## config.mk

```make
export PLATFORM = sky130hd
export DESIGN_NAME = keypad_scan_debounce_long_press_core
export DESIGN_NICKNAME = d
export VERILOG_FILES = /design/src/sv/kpsd_pkg.sv /design/src/sv/kpsd_key_filter.sv /design/src/sv/kpsd_press_ctrl.sv /design/src/sv/keypad_scan_debounce_long_press_core.sv
export SDC_FILE = /design/constraint.sdc
export NUM_CORES = 1
export LEC_CHECK = 0
export BUFFER_PORTS_ARGS = -buffer_cell sky130_fd_sc_hd__buf_4
export CORE_AREA = 2 2 125 176
export CTS_CLUSTER_DIAMETER = 50
export DETAILED_ROUTE_END_ITERATION = 8
export DIE_AREA = 0 0 127 178
export GPL_TIMING_DRIVEN = 0
export PLACE_DENSITY = 0.66
export RECOVER_POWER = 25
export SYNTH_ARGS = -nofsm -noshare
export SYNTH_HDL_FRONTEND = slang
export SYNTH_SLANG_ARGS = --single-unit
```

## constraint.sdc

```tcl
create_clock -name i_clk -period 4.9 [get_ports i_clk]
set_input_delay 0.245 -clock i_clk [delete_from_list [all_inputs] [get_ports i_clk]]
set_output_delay 0.245 -clock i_clk [all_outputs]
set_load 0.02 [all_outputs]
```

## src/sv/kpsd_pkg.sv

```systemverilog
// ----------------------------------------------------------------------------
// kpsd_pkg
// Shared sizes, reset values and types for the keypad scan, debounce and
// long-press core.
// ----------------------------------------------------------------------------
package kpsd_pkg;

    // keypad geometry and debounce depth
    localparam int ROWS      = 4;
    localparam int COLS      = 4;
    localparam int DEB_LEN   = 8;
    localparam int NKEYS     = ROWS * COLS;

    // derived widths
    localparam int ROW_W     = $clog2(ROWS);
    localparam int COL_W     = $clog2(COLS);
    localparam int KEY_IDX_W = $clog2(NKEYS);
    localparam int KEY_W     = $clog2(NKEYS + 1);
    localparam int CODE_W    = $clog2(2 * NKEYS + 1);

    // hold counter and threshold register
    localparam int                 CNT_W            = 8;
    localparam logic [CNT_W-1:0]   CNT_MAX          = {CNT_W{1'b1}};
    localparam logic [CNT_W-1:0]   LONG_TICKS_RESET = CNT_W'(250);

    // stream payload sizes
    localparam int COL_LEVELS_W = 4;
    localparam int IN_FIELDS_W  = COL_LEVELS_W + 1;
    localparam int IN_DATA_W    = ((IN_FIELDS_W + 7) / 8) * 8;
    localparam int OUT_FIELDS_W = 1 + CODE_W + 1 + 1 + ROW_W;
    localparam int OUT_DATA_W   = ((OUT_FIELDS_W + 7) / 8) * 8;

    // debounce status of the keys in the driven row after the new sample
    typedef struct packed {
        logic [COLS-1:0] all_low;
        logic [COLS-1:0] all_high;
    } t_col_status;

    // one result per scan tick
    typedef struct packed {
        logic              key_valid;
        logic [CODE_W-1:0] key_code;
        logic              short_beep;
        logic              long_beep;
        logic [ROW_W-1:0]  next_row;
    } t_key_result;

endpackage

```

## src/sv/kpsd_key_filter.sv

```systemverilog
// ----------------------------------------------------------------------------
// kpsd_key_filter
// Per-key sample history shift registers; flags keys of the driven row whose
// history reads steady low or steady high after the new sample.
// ----------------------------------------------------------------------------
module kpsd_key_filter (
    input  logic                              i_clk,
    input  logic                              i_rst_n,
    input  logic                              i_update,
    input  logic [kpsd_pkg::ROW_W-1:0]        i_row,
    input  logic [kpsd_pkg::COL_LEVELS_W-1:0] i_col_levels,
    output kpsd_pkg::t_col_status             o_status
);
    import kpsd_pkg::*;

    logic [DEB_LEN-1:0] r_hist [NKEYS];
    logic [DEB_LEN-1:0] n_hist [COLS];

    // shift the new level into each key of the driven row
    always_comb begin
        for (int c = 0; c < COLS; c++) begin
            n_hist[c] = {r_hist[KEY_IDX_W'(KEY_IDX_W'(i_row) * KEY_IDX_W'(COLS)
                                           + KEY_IDX_W'(c))][DEB_LEN-2:0],
                         i_col_levels[c]};
            o_status.all_low[c]  = (n_hist[c] == '0);
            o_status.all_high[c] = (&n_hist[c]);
        end
    end

    // history storage, released keys read all ones
    always_ff @(posedge i_clk) begin
        if (!i_rst_n) begin
            for (int k = 0; k < NKEYS; k++) begin
                r_hist[k] <= '1;
            end
        end else if (i_update) begin
            for (int c = 0; c < COLS; c++) begin
                r_hist[KEY_IDX_W'(KEY_IDX_W'(i_row) * KEY_IDX_W'(COLS)
                                  + KEY_IDX_W'(c))] <= n_hist[c];
            end
        end
    end

endmodule

```

## src/sv/kpsd_press_ctrl.sv

```systemverilog
// ----------------------------------------------------------------------------
// kpsd_press_ctrl
// Row scan pointer, pressed marks, press and hold tracking per row, shared
// hold counter and repeat latch; forms the key code and beep pulses.
// ----------------------------------------------------------------------------
module kpsd_press_ctrl (
    input  logic                        i_clk,
    input  logic                        i_rst_n,
    input  logic                        i_update,
    input  logic                        i_repeat_due,
    input  logic [kpsd_pkg::CNT_W-1:0]  i_long_ticks,
    input  kpsd_pkg::t_col_status       i_status,
    output logic [kpsd_pkg::ROW_W-1:0]  o_row,
    output kpsd_pkg::t_key_result       o_result
);
    import kpsd_pkg::*;

    logic [ROW_W-1:0] r_row;
    logic [COLS-1:0]  r_marks [ROWS];
    logic [KEY_W-1:0] r_press [ROWS];
    logic [KEY_W-1:0] r_hold  [ROWS];
    logic [ROWS-1:0]  r_timing;
    logic [CNT_W-1:0] r_hold_cnt;
    logic             r_repeat;

    logic [ROW_W-1:0]  n_row;
    logic [COLS-1:0]   n_marks;
    logic [KEY_W-1:0]  n_press;
    logic [KEY_W-1:0]  n_hold;
    logic [ROWS-1:0]   n_timing;
    logic [CNT_W-1:0]  n_hold_cnt;
    logic              n_repeat;

    logic [COLS-1:0]   cur_marks;
    logic [COLS-1:0]   qualify;
    logic [COL_W-1:0]  win_col;
    logic [KEY_W-1:0]  new_key;
    logic              have;
    logic              is_long;
    logic              lbeep;
    logic [CODE_W-1:0] code;

    assign o_row = r_row;

    // debounce qualify and highest-column pick
    always_comb begin
        cur_marks = r_marks[r_row];
        qualify   = '0;
        win_col   = '0;
        for (int c = 0; c < COLS; c++) begin
            qualify[c] = !cur_marks[c] && i_status.all_low[c];
            if (qualify[c]) begin
                win_col = COL_W'(c);
            end
        end
        new_key = KEY_W'(KEY_W'(r_row) * KEY_W'(COLS) + KEY_W'(win_col) + KEY_W'(1));
    end

    // press, hold and long-press decisions for the driven row
    always_comb begin
        n_repeat   = r_repeat | i_repeat_due;
        n_hold_cnt = r_hold_cnt;
        if ((r_timing != '0) && (r_hold_cnt != CNT_MAX)) begin
            n_hold_cnt = r_hold_cnt + CNT_W'(1);
        end
        n_timing = r_timing;
        n_press  = r_press[r_row];
        n_hold   = r_hold[r_row];
        for (int c = 0; c < COLS; c++) begin
            if (qualify[c]) begin
                n_marks[c] = 1'b1;
            end else if (i_status.all_high[c]) begin
                n_marks[c] = 1'b0;
            end else begin
                n_marks[c] = cur_marks[c];
            end
        end
        have    = |qualify;
        is_long = 1'b0;
        lbeep   = 1'b0;
        code    = CODE_W'(new_key);

        if (r_hold[r_row] != '0) begin
            // key already in long press
            if (!have || (new_key != r_hold[r_row])) begin
                n_hold  = '0;
                n_press = '0;
            end else begin
                is_long          = 1'b1;
                n_marks[win_col] = 1'b0;
                code             = CODE_W'(r_hold[r_row]) + CODE_W'(NKEYS);
            end
        end else if (have) begin
            // new or continuing press
            if (!r_timing[r_row]) begin
                n_press           = new_key;
                n_hold_cnt        = '0;
                n_timing[r_row]   = 1'b1;
            end else if (new_key == r_press[r_row]) begin
                have = 1'b0;
            end else begin
                n_press    = new_key;
                n_hold_cnt = '0;
            end
            n_marks[win_col] = 1'b0;
            if (n_hold_cnt >= i_long_ticks) begin
                n_timing[r_row] = 1'b0;
                n_hold          = n_press;
                code            = CODE_W'(n_press) + CODE_W'(NKEYS);
                have            = 1'b1;
                is_long         = 1'b1;
                lbeep           = 1'b1;
            end
        end else begin
            // nothing held in this row
            n_hold          = '0;
            n_press         = '0;
            n_timing[r_row] = 1'b0;
        end

        // long codes go out only against a pending repeat
        if (have && is_long) begin
            if (n_repeat) begin
                n_repeat = 1'b0;
            end else begin
                have = 1'b0;
            end
        end

        n_row = (r_row == ROW_W'(ROWS - 1)) ? '0 : r_row + ROW_W'(1);

        o_result.key_valid  = have;
        o_result.key_code   = have ? code : '0;
        o_result.short_beep = have && !is_long;
        o_result.long_beep  = lbeep;
        o_result.next_row   = n_row;
    end

    // state registers
    always_ff @(posedge i_clk) begin
        if (!i_rst_n) begin
            r_row      <= '0;
            r_timing   <= '0;
            r_hold_cnt <= '0;
            r_repeat   <= 1'b0;
            for (int r = 0; r < ROWS; r++) begin
                r_marks[r] <= '0;
                r_press[r] <= '0;
                r_hold[r]  <= '0;
            end
        end else if (i_update) begin
            r_row          <= n_row;
            r_timing       <= n_timing;
            r_hold_cnt     <= n_hold_cnt;
            r_repeat       <= n_repeat;
            r_marks[r_row] <= n_marks;
            r_press[r_row] <= n_press;
            r_hold[r_row]  <= n_hold;
        end
    end

endmodule

```

## src/sv/keypad_scan_debounce_long_press_core.sv

```systemverilog
// ----------------------------------------------------------------------------
// keypad_scan_debounce_long_press_core
// Matrix keypad scan tick processor with per-key debounce, short press codes,
// long press codes and repeats.
// ----------------------------------------------------------------------------
// Each input request is one scan tick: the column levels of the row named by
// the previous result's next_row, and a repeat-due pulse. Each tick yields
// exactly one result request. A tick is registered at the input, then processed
// through the history and press logic into the output register; one tick is
// taken every cycle while results are drained; the output and input registers
// together decouple the two sides under backpressure. long_press_ticks is
// written through the cfg channel, which is always ready; the user must write
// it only while no tick is in flight, which the block does not enforce.
// ----------------------------------------------------------------------------
module keypad_scan_debounce_long_press_core (
    input  logic                             i_clk,
    input  logic                             i_rst_n,
    // tick in: [3:0] col_levels, [4] repeat_due
    input  logic                             s_axis_tvalid,
    output logic                             s_axis_tready,
    input  logic [kpsd_pkg::IN_DATA_W-1:0]   s_axis_tdata,
    // result out: [0] key_valid, [6:1] key_code, [7] short_beep,
    // [8] long_beep, [10:9] next_row
    output logic                             m_axis_tvalid,
    input  logic                             m_axis_tready,
    output logic [kpsd_pkg::OUT_DATA_W-1:0]  m_axis_tdata,
    // long_press_ticks write
    input  logic                             i_cfg_valid,
    output logic                             o_cfg_ready,
    input  logic [kpsd_pkg::CNT_W-1:0]       i_cfg_data
);
    import kpsd_pkg::*;

    logic                    r_in_valid;
    logic [COL_LEVELS_W-1:0] r_in_cols;
    logic                    r_in_repeat;
    logic                    r_out_valid;
    t_key_result             r_out;
    logic [CNT_W-1:0]        r_long_ticks;

    logic                    fire;
    logic [ROW_W-1:0]        scan_row;
    t_col_status             col_status;
    t_key_result             result;

    // process the held tick when the output register is free
    assign fire          = r_in_valid && (!r_out_valid || m_axis_tready);
    assign s_axis_tready = !r_in_valid || fire;
    assign o_cfg_ready   = 1'b1;
    assign m_axis_tvalid = r_out_valid;
    assign m_axis_tdata  = OUT_DATA_W'({r_out.next_row, r_out.long_beep, r_out.short_beep,
                                        r_out.key_code, r_out.key_valid});

    kpsd_key_filter u_filter (
        .i_clk        (i_clk),
        .i_rst_n      (i_rst_n),
        .i_update     (fire),
        .i_row        (scan_row),
        .i_col_levels (r_in_cols),
        .o_status     (col_status)
    );

    kpsd_press_ctrl u_ctrl (
        .i_clk        (i_clk),
        .i_rst_n      (i_rst_n),
        .i_update     (fire),
        .i_repeat_due (r_in_repeat),
        .i_long_ticks (r_long_ticks),
        .i_status     (col_status),
        .o_row        (scan_row),
        .o_result     (result)
    );

    // input register
    always_ff @(posedge i_clk) begin
        if (!i_rst_n) begin
            r_in_valid <= 1'b0;
        end else if (s_axis_tvalid && s_axis_tready) begin
            r_in_valid <= 1'b1;
        end else if (fire) begin
            r_in_valid <= 1'b0;
        end
    end

    always_ff @(posedge i_clk) begin
        if (s_axis_tvalid && s_axis_tready) begin
            r_in_cols   <= s_axis_tdata[COL_LEVELS_W-1:0];
            r_in_repeat <= s_axis_tdata[COL_LEVELS_W];
        end
    end

    // result register
    always_ff @(posedge i_clk) begin
        if (!i_rst_n) begin
            r_out_valid <= 1'b0;
        end else if (fire) begin
            r_out_valid <= 1'b1;
        end else if (m_axis_tready) begin
            r_out_valid <= 1'b0;
        end
    end

    always_ff @(posedge i_clk) begin
        if (fire) begin
            r_out <= result;
        end
    end

    // long press threshold register
    always_ff @(posedge i_clk) begin
        if (!i_rst_n) begin
            r_long_ticks <= LONG_TICKS_RESET;
        end else if (i_cfg_valid && o_cfg_ready) begin
            r_long_ticks <= i_cfg_data;
        end
    end

endmodule
```

==> impl_metrics.tcl, run 1 <==
set metrics [dict create \
    status "finished with violations" \
    failed_checks "capacitance limit, slew limit" \
    drv_cap 1 \
    seqPwrFrac_pct 50.8 \
    post_drt_wl_per_cell_um 21.7 \
    routed-via-count 6940 \
    max_clock_freq_mhz 215 \
    required_ns 5.14 \
    instances_no_fill 1176 \
    dieArea_um2 22600 \
    start_util_pct 49.7 \
    clk_pin_slew_ns 0.06 \
    fill_cells 1774 \
    antenna_found_initial 0 \
    whs_ns 0.0123 \
    power.density_nw_per_um2 330 \
    hold_class "in -> reg" \
    synth_cell_types 75 \
    ff_latch_area_um2 6070 \
    period_minus_slack_ns 4.66 \
    io_pins 40 \
    switching_power_mw 0.901 \
    maxSlewHeadroom_pct -69.4 \
    criticalPathCategory "reg -> reg" \
    p_int_mw 3.04 \
    fp.dieW_um 127 \
    grt_usage_pct 23.2 \
    critPathLaunch "u_ctrl.o_row[0]" \
    grt_first_pass_wirelength_mm 40.0 \
    dpl.cell_count 1120 \
    ys_seq_area_share_pct 58.2 \
    swShare_pct 22.8 \
    synth-warning-count 0 \
    slowest_delay_ns 0.62 \
    fin_setup_tns_ns 0 \
    worst_slew_pin_slew_ns 2.51 \
    port_buffers 29 \
    cts_tree "yes" \
    final_cell_mix "edfxtp_1 (184), nand2_1 (103), nor2_1 (67)" \
    drtIter0Drc 577 \
    syn_avg_cell_area_um2 12.6 \
    multiInputGateArea_um2 4120 \
    num-nets-final 935 \
    die_h_um 178 \
    cpMostUsedCell "buf_6" \
    fin_crit_sh_pct 95.1 \
    cp_max_fo 10 \
    r2r-start "u_ctrl.o_row[0]" \
    drc 0 \
    fin_worst_skew_ns 0.0271 \
    cts.sinks 211 \
    vias_per_cell 5.90 \
    drive_above_1_share_pct 17.7 \
    combinationalPowerShare_pct 7.6 \
    ant_nets 0 \
    clock_power_share_pct 41.6 \
    numCtsBuffers 21 \
    fp.coreArea_um2 21000 \
    cp_slowest_cell "mux4_2" \
    finalHoldViolations 0 \
    layout_commonest_cell "edfxtp_1" \
    startpoint_type "flip-flop" \
    grt_start_max_net_pins 29 \
    maxSlewViolCount 14 \
    htree_levels 1 \
    dp_hpwl_mm 17.2 \
    power.leakage_nw 3.62 \
    wl_mm 25.5 \
    gp_congestion 0.938 \
    yosys_register_bits 211 \
    grt_overflow 0 \
    hold_start "i_cfg_data[2]" \
    synth_flop_cell "edfxtp_1" \
    fin_util_pct 56.9 \
    finalSetupViolations 0 \
    grt_pass1_vias 7094 \
    antenna_cells 0 \
    path_cells "buf_6 -> buf_6 -> mux4_2 -> nor4_4 -> nand3_4 -> o211ai_1 -> or3b_4 -> nand3_1 -> ha_1 -> nand2b_1 -> a21o_1 -> a21oi_1 -> o211a_1 -> a21o_4 -> a41oi_1 -> o211ai_2 -> buf_4 -> nor2_1" \
    clockBufferDepth 3 \
    cp-end-kind "flip-flop" \
    irDropWorstVdd_v 0.000267 \
    synth_edf_count 184 \
    drtPass1Iterations 5 \
    synthCells 825 \
    synth-async-reset-ratio_pct 0 \
    cp.arrival_ns 4.90 \
    rsz0062_at_grt "false" \
    synth_area_um2 10400 \
    insertion_delay_ns 0.52 \
    root_buffer "clkbuf_16" \
    syn2layout_area_growth_pct 14.6 \
    num_rows 63 \
]
[Yosys cell counts (7+ instances only)]
library cell  count  area (um^2)
nor2_1           67          251
nor2b_1           8         50.1
nor3b_1           7         52.6
clkbuf_1         34          128
inv_1            16         60.1
dfxtp_1          27          541
mux2_2            9          101
buf_4             8         60.1
nand3_1           9         45.0
o21ai_0          12         60.1
nand2_1         104          390
o211ai_1          9         67.6
nand4_1           9         56.3
and3_1            8         50.1
mux2i_1          19          190
a21oi_1          17         85.1
edfxtp_1        184         5530
ha_1             13          163
a31oi_1           7         43.8
nor3_1           24          120
xnor2_1           9         78.8
or3_1            21          131
mux4_2           37          833
nand2b_1         57          357
[what timing repair did]
item                                    in CTS  in global routing
setup buffers                                2                  6
pin swaps                                    1                  6
hold buffers                                12                  0
gates resized for setup                     11                 11
endpoints found under the setup margin      33                 32
hold endpoints to repair                    12                  0
[state kept, by name, indices dropped and copies added (netlist names), named ones only]
signal,count
m_axis_tdata,11
m_axis_tvalid,1
r_in_cols,4
r_in_repeat,1
r_in_valid,1
r_long_ticks,8
u_ctrl.o_row,2
u_ctrl.r_hold,20
u_ctrl.r_hold_cnt,8
u_ctrl.r_marks,16
u_ctrl.r_press,20
u_ctrl.r_repeat,1
u_ctrl.r_timing,2
u_filter.r_hist,112
[cell type report]
cell class                      count  share of cell area, %
Buffer                             54                   2.42
Inverter                           17                  0.534
Sequential cell                   211                   50.8
Timing Repair Buffer               50                   3.12
Clock inverter                     11                  0.922
Clock buffer                       27                   4.93
Multi-Input combinational cell    546                   34.5
Tap cell                          260                   2.72
[metrics by stage]
| stage | area, um^2 | setup slack, ns | total power, mW |
|---|---|---|---|
| after floorplan | 10400 | 0.456 | 2.23 |
| after global placement | 11000 | -0.757 | 2.33 |
| after detailed placement | 11000 | -0.776 | 2.33 |
| after CTS | 11900 | 0.0130 | 3.96 |
| after global routing | 11900 | 0.0273 | 4.05 |
| final | 11900 | 0.239 | 3.94 |
[routing by layer]
layer / track usage [%] / share of wire [%] / vias up
met2: 42.3 / 52 / 221
met3: 2.40 / 4.8 / 58
li1: - / - / 3224
met5: 0 / 0 / -
met1: 28.6 / 39 / 3437
met4: 8.47 / 3.3 / 0
[final timing paths]
kind,depth (start not counted),to,slack [ns]
max,18,m_axis_tdata[6],0.24
min,3,r_long_ticks[2],0.01
max reg2reg,18,m_axis_tdata[6],0.24
min reg2reg,2,r_long_ticks[3],0.48
[power groups by stage]
| stage | registers [mW] | clock network [mW] | logic, mW |
|---|---|---|---|
| 3_3_place_gp | 2.04 | 0 | 0.284 |
| 2_1_floorplan | 2.04 | 0 | 0.188 |
| 4_1_cts | 2.00 | 1.65 | 0.303 |
| 5_1_grt | 2.01 | 1.72 | 0.322 |
| 6_report | 2.00 | 1.64 | 0.299 |
| 3_5_place_dp | 2.04 | 0 | 0.292 |
[worst max-delay path: cells and delay by family (launching register included)]
family          cells  cell delay [ns]
fa+ha+maj           1             0.23
buf+inv             3             0.57
flops               1             0.38
mux                 1             0.62
simple gates        6             1.32
compound gates      7             1.26
[cells by family after synthesis]
kind of cell,Yosys count,share of synthesized area (%)
and+or+nand+nor,354,18.1
adders and majority gates,13,1.56
xor gates and xnor gates,11,0.925
buffers and inverters,73,3.35
muxes,66,11.0
DFF,211,58.2
AOI/OAI and AO/OA,95,6.71
other,2,0.0721
(Power assumes the default switching activity.)
==> inputs of run 2 (changes only) <==
- REMOVE_ABC_BUFFERS: not set -> 1
- SKIP_LAST_GASP: not set -> 1
==> run 2 against run 1 <==
Net effect: the flow still finishes with violations (capacitance limit, slew limit); sequential share of layout area rose by 1.4 points; worst setup slack got worse by 0.064 ns; utilization fell by 1.4 points; clock power fell by 12%; die area did not move; global-route usage fell by 1.5 points; final area fell by 2.5%; total power fell by 5.3%; register-to-register slack got worse by 0.06 ns.
==> impl_metrics.tcl, run 2 (synthesis results as in run 1) <==
set metrics [dict create \
    drive_above_1_share_pct 16.6 \
    root_buffer "clkbuf_16" \
    required_ns 5.20 \
    fp.dieW_um 127 \
    startpoint_type "flip-flop" \
    dieArea_um2 22600 \
    fp.coreArea_um2 21000 \
    fill_cells 1727 \
    hold_depth 3 \
    die_h_um 178 \
    grt_overflow 0 \
    grt_pass1_vias 7235 \
    finalHoldViolations 0 \
    fin_util_pct 55.5 \
    port_buffers 30 \
    finalSetupViolations 0 \
    start_util_pct 49.7 \
    numCtsBuffers 21 \
    final_cell_mix "edfxtp_1 (184), nand2_1 (102), nor2_1 (66)" \
    antenna_found_initial 0 \
    drtIter0Drc 629 \
    irDropWorstVdd_v 0.000256 \
    fin_worst_skew_ns 0.0120 \
    power.leakage_nw 3.49 \
    regMostFlops "u_filter.r_hist" \
    worst_slew_pin_slew_ns 2.65 \
    num_rows 63 \
    syn2layout_area_growth_pct 11.7 \
    dpl.cell_count 1067 \
    cts.sinks 211 \
    fin_setup_tns_ns 0 \
    maxSlewHeadroom_pct -78.2 \
    failed_checks "capacitance limit, slew limit" \
    hold_class "in -> reg" \
    drc 0 \
    cp_max_fo 16 \
    htree_levels 1 \
    max_clock_freq_mhz 212 \
    ant_nets 0 \
    criticalPathCategory "reg -> reg" \
    period_minus_slack_ns 4.73 \
    num-nets-final 888 \
    largest_reg_flops 112 \
    instances_no_fill 1126 \
    grt_usage_pct 21.8 \
    post_drt_wl_per_cell_um 21.8 \
    vias_per_cell 6.06 \
    maxSlewViolCount 38 \
    dp_slack_ns -1.09 \
    layout_commonest_cell "edfxtp_1" \
    status "finished with violations" \
    clk_pin_slew_ns 0.06 \
    cts_tree "yes" \
    cp.arrival_ns 5.02 \
    fin_crit_sh_pct 96.4 \
    reg2reg_depth 16 \
    insertion_delay_ns 0.50 \
    cp-end-kind "flip-flop" \
    grt_first_pass_wirelength_mm 38.1 \
    whs_ns 0.0196 \
    routed-via-count 6824 \
    grt_start_max_net_pins 44 \
    drv_cap 2 \
    drtPass1Iterations 5 \
    gp_congestion 0.822 \
    top_regs "u_filter.r_hist: 112 flops, u_ctrl.r_hold: 20 flops, u_ctrl.r_press: 20 flops" \
    antenna_cells 0 \
    power.density_nw_per_um2 321 \
    clockBufferDepth 3 \
    dp_hpwl_mm 14.8 \
    wl_mm 24.5 \
    io_pins 40 \
    finalWorstSetupSlack_ns 0.175 \
]
run 2: cell count changes in the layout (fill, tap and decap cells not counted), sizes merged:
cell,change
clkinvlp,-1
dlygate4sd3,+1
bufinv,-2
clkinv,-1
buf,-19
clkbuf,-28
run 2: final cells by class:
| cell class | count | area [um^2] | share of cell area, % |
|---|---|---|---|
| inverters | 17 | 63.8 | 0.548 |
| well taps | 260 | 325 | 2.80 |
| repair buffers | 57 | 485 | 4.17 |
| flip-flops and latches | 211 | 6080 | 52.3 |
| multi-input cells | 546 | 4090 | 35.2 |
| clock buffers | 28 | 552 | 4.74 |
| clock inverters | 7 | 38.8 | 0.333 |
run 2: critical path, stage by stage (launching register included):
cell and delay (ns):
dfxtp_4 0.47, buf_12 0.21, mux4_2 0.61, nor4_4 0.32, nand3_4 0.20, o211ai_1 0.14, or3b_4 0.45, nand2_4 0.17
nor2_1 0.08, ha_1 0.27, a21o_1 0.16, a21oi_1 0.15, o211a_1 0.21, a21o_2 0.27, nor2_1 0.11, or3_1 0.38
a211oi_1 0.31
run 2: per-stage QoR:
step	power, mW	cell area, um^2
3_3_place_gp	2.30	10700
4_1_cts	3.75	11600
6_report	3.73	11600
5_1_grt	3.84	11600
2_1_floorplan	2.21	10200
3_5_place_dp	2.31	10800
run 2: power by group:
| part | switching, mW | internal, mW |
|---|---|---|
| Combinational | 0.177 | 0.102 |
| Clock | 0.654 | 0.790 |
| Sequential | 0.0260 | 1.98 |
| Total | 0.857 | 2.88 |
run 2: what timing repair did:
item                       CTS  global route
hold endpoints to repair    13             0
cloned                       0             1
buffers inserted             8             1
resized for setup           12             6
pin swaps                    1             2
setup endpoints to repair   33            45
hold buffers                13             0
run 2: worst paths after layout:
path / startpoint / to / slack [ns]
setup / recovery: u_ctrl.o_row[0] / m_axis_tdata[5] / 0.17
hold reg to reg: r_long_ticks[5] / r_long_ticks[5] / 0.49
setup reg to reg: u_ctrl.o_row[0] / m_axis_tdata[5] / 0.17
hold / removal: i_cfg_data[0] / r_long_ticks[0] / 0.02
run 2: per-layer routing:
| metal | vias up | GRT usage, % | wire [um] |
|---|---|---|---|
| met4 | 0 | 8.20 | 699 |
| met5 | - | 0 | 0 |
| met1 | 3409 | 25.9 | 9280 |
| met2 | 229 | 40.1 | 13100 |
| li1 | 3138 | - | - |
| met3 | 48 | 2.79 | 1460 |
